===== src/rtl/core/b64_pkg.sv =====
// Shared types, constants and the character map of the Base64 stream decoder.
package b64_pkg;

    localparam logic [7:0] PAD_CHAR = 8'h3D;

    typedef enum logic [1:0] {
        ST_OK       = 2'd0,
        ST_BAD_CHAR = 2'd1,
        ST_BAD_LEN  = 2'd2
    } t_status;

    // Up to three results that one item causes, drained in order
    typedef struct packed {
        logic [2:0][7:0] bytes;
        logic [1:0]      cnt;
        logic            bval;
        logic            fin;
        t_status         status;
    } t_group;

    // Map one character: bit 6 set when it belongs to the alphabet
    function automatic logic [6:0] map_char(input logic [7:0] c);
        logic [6:0] res;
        res = 7'd0;
        if (c >= 8'h41 && c <= 8'h5A) begin
            res = {1'b1, 6'(c - 8'h41)};
        end else if (c >= 8'h61 && c <= 8'h7A) begin
            res = {1'b1, 6'(c - 8'h61 + 8'd26)};
        end else if (c >= 8'h30 && c <= 8'h39) begin
            res = {1'b1, 6'(c - 8'h30 + 8'd52)};
        end else if (c == 8'h2B) begin
            res = {1'b1, 6'd62};
        end else if (c == 8'h2F) begin
            res = {1'b1, 6'd63};
        end
        return res;
    endfunction

endpackage


===== src/rtl/core/b64_if.sv =====
// Handshake interfaces for the character input and the byte output channels.
interface b64_in_if;
    import b64_pkg::*;
    logic       valid;
    logic       ready;
    logic [7:0] in_char;
    logic       in_last;

    modport source (output valid, output in_char, output in_last, input ready);
    modport sink (input valid, input in_char, input in_last, output ready);
endinterface

interface b64_out_if;
    import b64_pkg::*;
    logic       valid;
    logic       ready;
    logic [7:0] out_byte;
    logic       byte_valid;
    logic       out_last;
    logic [1:0] status;

    modport source (output valid, output out_byte, output byte_valid, output out_last,
                    output status, input ready);
    modport sink (input valid, input out_byte, input byte_valid, input out_last,
                  input status, output ready);
endinterface


===== src/rtl/core/b64_dec.sv =====
// Input register, decode state and per-item result group builder.
module b64_dec
    import b64_pkg::*;
(
    input  logic         i_clk,
    input  logic         i_rst_n,
    b64_in_if.sink       i_char_if,
    input  logic         i_take_ok,
    output logic         o_load,
    output t_group       o_group
);

    logic        r_s1_valid;
    logic [7:0]  r_char;
    logic        r_last;

    logic [17:0] r_sext, n_sext;
    logic [1:0]  r_gcnt, n_gcnt;
    logic [1:0]  r_len, n_len;
    logic        r_pad, n_pad;
    logic        r_err, n_err;

    logic        move;
    logic [6:0]  mapped;
    logic        active;
    t_group      grp;

    assign move            = r_s1_valid && i_take_ok;
    assign i_char_if.ready = !r_s1_valid || i_take_ok;
    assign mapped          = map_char(r_char);
    assign active          = !r_pad && !r_err;

    always_comb begin
        n_sext      = r_sext;
        n_gcnt      = r_gcnt;
        n_len       = r_len + 2'd1;
        n_pad       = r_pad;
        n_err       = r_err;
        grp.bytes   = '0;
        grp.cnt     = 2'd0;
        grp.bval    = 1'b1;
        grp.fin     = r_last;
        grp.status  = ST_OK;

        if (active) begin
            if (r_char == PAD_CHAR) begin
                n_pad = 1'b1;
            end else if (!mapped[6]) begin
                n_err = 1'b1;
            end else if (r_gcnt == 2'd3) begin
                grp.bytes[0] = r_sext[17:10];
                grp.bytes[1] = {r_sext[9:4], 2'b00} | 8'(r_sext[3:0] >> 2);
                grp.bytes[2] = {r_sext[1:0], mapped[5:0]};
                grp.cnt      = 2'd3;
                n_sext       = '0;
                n_gcnt       = 2'd0;
            end else begin
                n_sext = {r_sext[11:0], mapped[5:0]};
                n_gcnt = r_gcnt + 2'd1;
            end
        end

        if (r_last) begin
            if (n_len != 2'd0) begin
                grp.status = ST_BAD_LEN;
            end else if (n_err) begin
                grp.status = ST_BAD_CHAR;
            end

            if (grp.status != ST_OK) begin
                grp.bytes = '0;
                grp.cnt   = 2'd1;
                grp.bval  = 1'b0;
            end else if (n_gcnt == 2'd2) begin
                grp.bytes[0] = n_sext[11:4];
                grp.cnt      = 2'd1;
            end else if (n_gcnt == 2'd3) begin
                grp.bytes[0] = n_sext[17:10];
                grp.bytes[1] = n_sext[9:2];
                grp.cnt      = 2'd2;
            end else if (grp.cnt == 2'd0) begin
                // final item with nothing to show: one empty closing result
                grp.cnt  = 2'd1;
                grp.bval = 1'b0;
            end
        end
    end

    assign o_group = grp;
    assign o_load  = move && (grp.cnt != 2'd0);

    always_ff @(posedge i_clk) begin
        if (!i_rst_n) begin
            r_s1_valid <= 1'b0;
        end else if (i_char_if.valid && i_char_if.ready) begin
            r_s1_valid <= 1'b1;
        end else if (move) begin
            r_s1_valid <= 1'b0;
        end
    end

    always_ff @(posedge i_clk) begin
        if (i_char_if.valid && i_char_if.ready) begin
            r_char <= i_char_if.in_char;
            r_last <= i_char_if.in_last;
        end
    end

    always_ff @(posedge i_clk) begin
        if (!i_rst_n) begin
            r_sext <= '0;
            r_gcnt <= 2'd0;
            r_len  <= 2'd0;
            r_pad  <= 1'b0;
            r_err  <= 1'b0;
        end else if (move) begin
            if (r_last) begin
                // end of text: start the next one clean
                r_sext <= '0;
                r_gcnt <= 2'd0;
                r_len  <= 2'd0;
                r_pad  <= 1'b0;
                r_err  <= 1'b0;
            end else begin
                r_sext <= n_sext;
                r_gcnt <= n_gcnt;
                r_len  <= n_len;
                r_pad  <= n_pad;
                r_err  <= n_err;
            end
        end
    end

endmodule


===== src/rtl/core/b64_ser.sv =====
// Result group register and serializer onto the byte output channel.
module b64_ser
    import b64_pkg::*;
(
    input  logic         i_clk,
    input  logic         i_rst_n,
    input  logic         i_load,
    input  t_group       i_group,
    output logic         o_take_ok,
    b64_out_if.source    o_byte_if
);

    logic [2:0][7:0] r_bytes;
    logic [1:0]      r_cnt;
    logic [1:0]      r_idx;
    logic            r_bval;
    logic            r_fin;
    t_status         r_status;

    logic            at_end;
    logic            fire;

    assign at_end    = (r_idx == (r_cnt - 2'd1));
    assign fire      = o_byte_if.valid && o_byte_if.ready;
    assign o_take_ok = (r_cnt == 2'd0) || (fire && at_end);

    assign o_byte_if.valid      = (r_cnt != 2'd0);
    assign o_byte_if.out_byte   = r_bval ? r_bytes[r_idx] : 8'd0;
    assign o_byte_if.byte_valid = r_bval;
    assign o_byte_if.out_last   = r_fin && at_end;
    assign o_byte_if.status     = (r_fin && at_end) ? r_status : ST_OK;

    always_ff @(posedge i_clk) begin
        if (!i_rst_n) begin
            r_cnt <= 2'd0;
            r_idx <= 2'd0;
        end else if (i_load) begin
            r_cnt <= i_group.cnt;
            r_idx <= 2'd0;
        end else if (fire) begin
            if (at_end) begin
                r_cnt <= 2'd0;
            end else begin
                r_idx <= r_idx + 2'd1;
            end
        end
    end

    always_ff @(posedge i_clk) begin
        if (i_load) begin
            r_bytes  <= i_group.bytes;
            r_bval   <= i_group.bval;
            r_fin    <= i_group.fin;
            r_status <= i_group.status;
        end
    end

endmodule


===== src/rtl/core/base64_stream_decoder.sv =====
// Top level of the Base64 stream decoder.
// The first result of an item passes the input register, then the result register,
//   which takes it once empty or while its last result is taken.
// Throughput: one item per cycle while the output is ready; an item that yields several
//   results holds the input while the result register drains them, one per cycle when ready.
// Reset (synchronous, active low) empties both registers and clears the
//   decode state; no clearing pass is needed.
module base64_stream_decoder
    import b64_pkg::*;
(
    input  logic      i_clk,
    input  logic      i_rst_n,
    b64_in_if.sink    i_char_if,
    b64_out_if.source o_byte_if
);

    logic   take_ok;
    logic   load;
    t_group group;

    b64_dec u_dec (
        .i_clk     (i_clk),
        .i_rst_n   (i_rst_n),
        .i_char_if (i_char_if),
        .i_take_ok (take_ok),
        .o_load    (load),
        .o_group   (group)
    );

    b64_ser u_ser (
        .i_clk     (i_clk),
        .i_rst_n   (i_rst_n),
        .i_load    (load),
        .i_group   (group),
        .o_take_ok (take_ok),
        .o_byte_if (o_byte_if)
    );

endmodule


===== src/flat_wrapper.sv =====
// flat-port wrapper written by rule: the top's interface ports become plain ports
module base64_stream_decoder_flat import b64_pkg::*;
  (i_clk, i_rst_n, i_char_if_valid, i_char_if_in_char, i_char_if_in_last, i_char_if_ready, o_byte_if_valid, o_byte_if_out_byte, o_byte_if_byte_valid, o_byte_if_out_last, o_byte_if_status, o_byte_if_ready);
  b64_in_if i_char_if_i ();
  b64_out_if o_byte_if_i ();
  input  logic i_clk;
  input  logic i_rst_n;
  input wire logic [$bits(i_char_if_i.valid)-1:0] i_char_if_valid;
  input wire logic [$bits(i_char_if_i.in_char)-1:0] i_char_if_in_char;
  input wire logic [$bits(i_char_if_i.in_last)-1:0] i_char_if_in_last;
  output wire logic [$bits(i_char_if_i.ready)-1:0] i_char_if_ready;
  output wire logic [$bits(o_byte_if_i.valid)-1:0] o_byte_if_valid;
  output wire logic [$bits(o_byte_if_i.out_byte)-1:0] o_byte_if_out_byte;
  output wire logic [$bits(o_byte_if_i.byte_valid)-1:0] o_byte_if_byte_valid;
  output wire logic [$bits(o_byte_if_i.out_last)-1:0] o_byte_if_out_last;
  output wire logic [$bits(o_byte_if_i.status)-1:0] o_byte_if_status;
  input wire logic [$bits(o_byte_if_i.ready)-1:0] o_byte_if_ready;
  assign i_char_if_i.valid = i_char_if_valid;
  assign i_char_if_i.in_char = i_char_if_in_char;
  assign i_char_if_i.in_last = i_char_if_in_last;
  assign i_char_if_ready = i_char_if_i.ready;
  assign o_byte_if_valid = o_byte_if_i.valid;
  assign o_byte_if_out_byte = o_byte_if_i.out_byte;
  assign o_byte_if_byte_valid = o_byte_if_i.byte_valid;
  assign o_byte_if_out_last = o_byte_if_i.out_last;
  assign o_byte_if_status = o_byte_if_i.status;
  assign o_byte_if_i.ready = o_byte_if_ready;
  base64_stream_decoder u_core (.i_clk(i_clk), .i_rst_n(i_rst_n), .i_char_if(i_char_if_i), .o_byte_if(o_byte_if_i));
endmodule

===== config.mk =====
export PLATFORM = sky130hd
export DESIGN_NAME = base64_stream_decoder_flat
export DESIGN_NICKNAME = d
export VERILOG_FILES = /design/src/rtl/core/b64_pkg.sv /design/src/rtl/core/b64_if.sv /design/src/rtl/core/b64_dec.sv /design/src/rtl/core/b64_ser.sv /design/src/rtl/core/base64_stream_decoder.sv /design/src/flat_wrapper.sv
export SDC_FILE = /design/constraint.sdc
export NUM_CORES = 1
export LEC_CHECK = 0
export ABC_AREA = 1
export BUFFER_PORTS_ARGS = -buffer_cell sky130_fd_sc_hd__buf_2
export CORE_ASPECT_RATIO = 0.75
export CORE_MARGIN = 4
export CORE_UTILIZATION = 35
export CTS_BUF_LIST = sky130_fd_sc_hd__clkbuf_8
export CTS_CLUSTER_DIAMETER = 30
export CTS_CLUSTER_SIZE = 40
export DETAILED_ROUTE_END_ITERATION = 10
export PLACE_DENSITY_LB_ADDON = 0.08
export RECOVER_POWER = 25
export SLEW_MARGIN = 10
export SYNTH_ARGS = -nofsm -noshare
export SYNTH_HDL_FRONTEND = slang
export SYNTH_SLANG_ARGS = --single-unit

===== constraint.sdc =====
create_clock -name i_clk -period 3.6 [get_ports i_clk]
set_input_delay 0.36 -clock i_clk [delete_from_list [all_inputs] [get_ports i_clk]]
set_output_delay 0.36 -clock i_clk [all_outputs]
set_load 0.01 [all_outputs]

==> run metrics <==
most frequent cells in the layout nand2_1 (151), inv_1 (75), a21oi_1 (49); Synth Instances 561; Overflow after GRT 0; Crit Path Max Fanout 29; leading cell type in the layout, fill and taps excluded nand2_1; simple-gate area share of the yosys netlist 0.3015; fin crit share 0.8375; mean post-synth cell area 7.420 um^2; post-route ant nets 0; worst slew pin tran 809.6 ps; core region area 11,610 um^2; Post-Syn Area 4163 um^2; Slowest-stage cell, CP edfxtp_1; post-layout util 0.3945; DIE AREA 13,720 um^2; first-pass GRT wire length 19,090 um; 1st-pass router iterations 5; clock root cell clkbuf_8; number of global-route vias before repair 3,379; metal1 wirelength 6553 um; syn nets 585; Cells on Worst Hold Path 1; crit path from u_core.u_dec.r_char[2]; Worst Clk Skew 9.795 ps; fin area 4582 um^2; clk buf depth 2; total CTS buffers 9; n_diodes 0; worst hold start i_char_if_in_char[7]; final hold violation count 0; total of max-cap violations 0; share of cells above drive strength 1 0.1303; initial antenna violation count 0; distinct cell type count after synthesis 37; RSZ-0062 raised after global routing no; via density per instance 4.805; Worst IR Drop VDD 219.0 uV; crit path kind reg2reg; GR Util All Layers 0.1799; leakage power figure 1.844 nW; Slew Viols, Final 0; Clock Sinks 66; final wirelength 11,740 um; met2 wire len 4280 um; CTS clk-pin slew, worst paths 70 ps; Hold/Removal Path Class in2reg; Worst R2R Start u_core.u_dec.r_char[2]; hold_buf cts 0; power density over cell area 367.9 nW/um^2; min Tclk post-route 3015 ps; area occupied by registers 1692 um^2; Area after DPL 4417 um^2; number of remaining DRC errors 0; met3 wire len 827 um; fmax 331.7 MHz; WP data required 3800 ps; post-DR wirelength/cell 15.59 um; type of origin of the critical path flop; sequential share of the synthesized area 0.4064; post-CTS sizing 0; status finished, final reports clean; Die Width 133.9 um; Relative slew margins 0.4602; Post-Route Setup TNS 0 ps; Synth Area in XOR/XNOR 0.02314; crit-path cells inv_2, ha_1, nand2_1, a21oi_1, o21ai_1, nand2_2, nand3_4, nand2_4, nor2_4, o21ai_1, inv_1, buf_4, nand2_1, a21oi_1; Fillers 1,224; max layer used met4; CTS tree yes; Multi-input gate area 2054 um^2; largest net degree at the start of global routing 30; largest family of logic cells by synthesized area simple AND/OR/NAND/NOR gates; vias 3,618; Area Growth Syn to Fin 10.07%; Initial Utilization 0.3584; worst r2r path cells 14; max incr delay on CP 520 ps; arrival time at the worst endpoint 3220 ps; DPL Wire Length 9047 um; IO buf count 26; Core Rows 34; Synthesis Warnings 0; Synth Area in Compound Gates 0.1359; drt first-iter violations 321; Clock Latency Late Sink 350 ps; I/O Pins 27; mux cell area share after synthesis 0; CTS H-Tree Depth 3; Synth Register Bits 66; Die Height 102.4 um; Setup crit end kind flop; # Post-CTS Setup Buffers 0; Setup violations, final 0; Synth Area in Adders 0.03306; Placer Congestion 0.8781; nets 610
==> flip-flops by register name, indices dropped and copies added, names as in the netlist, 2 cells and up <==
register	cells
u_core.u_ser.r_bytes	24
u_core.u_ser.r_status	2
u_core.u_ser.r_idx	2
u_core.u_dec.r_gcnt	2
u_core.u_ser.r_cnt	2
u_core.u_dec.r_len	2
u_core.u_dec.r_char	8
u_core.u_dec.r_sext	18
==> cell usage after synthesis, drive strengths merged <==
| master | count | share of area |
|---|---|---|
| nand3b | 2 | 0.0036 |
| nor2 | 52 | 0.060 |
| a21oi | 51 | 0.063 |
| o21a | 1 | 0.0018 |
| inv | 81 | 0.073 |
| buf | 11 | 0.022 |
| nand2 | 168 | 0.17 |
| nor3 | 3 | 0.0036 |
| nand2b | 1 | 0.0015 |
| dfxtp | 29 | 0.14 |
| ha | 11 | 0.033 |
| xor2 | 10 | 0.021 |
| nand4 | 5 | 0.0075 |
| o21ai | 46 | 0.059 |
| xnor2 | 1 | 0.0021 |
| o22ai | 4 | 0.0060 |
| a211oi | 1 | 0.0018 |
| edfxtp | 37 | 0.27 |
| o21ba | 1 | 0.0024 |
| nand3 | 39 | 0.057 |
| clkbuf | 5 | 0.0045 |
| o31ai | 1 | 0.0018 |
| clkinv | 1 | 0.00090 |
==> logic make-up after synthesis <==
logic type,count (synthesis)
AOI/OAI and AO/OA,105
and+or+nand+nor,270
adders and majority gates,11
xor gates and xnor gates,11
buffers and inverters,98
DFF,66
==> through the flow <==
step	total power [mW]	setup slack, ps	hold WS, ps	cells
2_1_floorplan	1.037	958.4	445.3	561
3_3_place_gp	1.109	552.3	452.9	737
3_5_place_dp	1.107	637.5	453.8	737
4_1_cts	1.710	626.5	157.1	753
5_1_grt	1.773	335.6	159.3	753
6_report	1.686	585.1	186.6	753
==> worst paths after layout <==
path | to | slack (ps)
max reg2reg | u_core.u_ser.r_cnt[0] | 590
min reg2reg | u_core.u_dec.r_sext[3] | 460
min | u_core.u_dec.r_char[7] | 190
max | u_core.u_ser.r_cnt[0] | 590
==> worst max-delay path: cells and delay by family (launching register included) <==
| kind | cells | cell delay, ps |
|---|---|---|
| adder cells (fa/ha/maj) | 1 | 270 |
| AND/OR/NAND/NOR | 6 | 840 |
| buffers and inverters | 3 | 480 |
| AO/OA/AOI/OAI | 4 | 720 |
| flip-flops | 1 | 520 |
==> metal layers <==
metal / vias up / GRT usage
met3: 6 / 0.04921
met1: 1645 / 0.2880
met4: 0 / 0.04190
met2: 109 / 0.2324
li1: 1858 / -
met5: - / 0
==> power by group <==
group	total, mW	internal [mW]	switching (mW)
registers	0.842	0.815	0.0261
clock network	0.595	0.308	0.287
logic	0.250	0.0707	0.179
total	1.69	1.19	0.492
==> final cells by class <==
cell class	instances	share of cell area
tap	162	0.04424
sequential	66	0.3692
clock buffer	9	0.02703
clock inverter	7	0.01202
multi-input combinational	397	0.4484
timing repair buffer	30	0.03195
inverter	82	0.06718
Note: power is estimated with default switching activity, not from simulation.
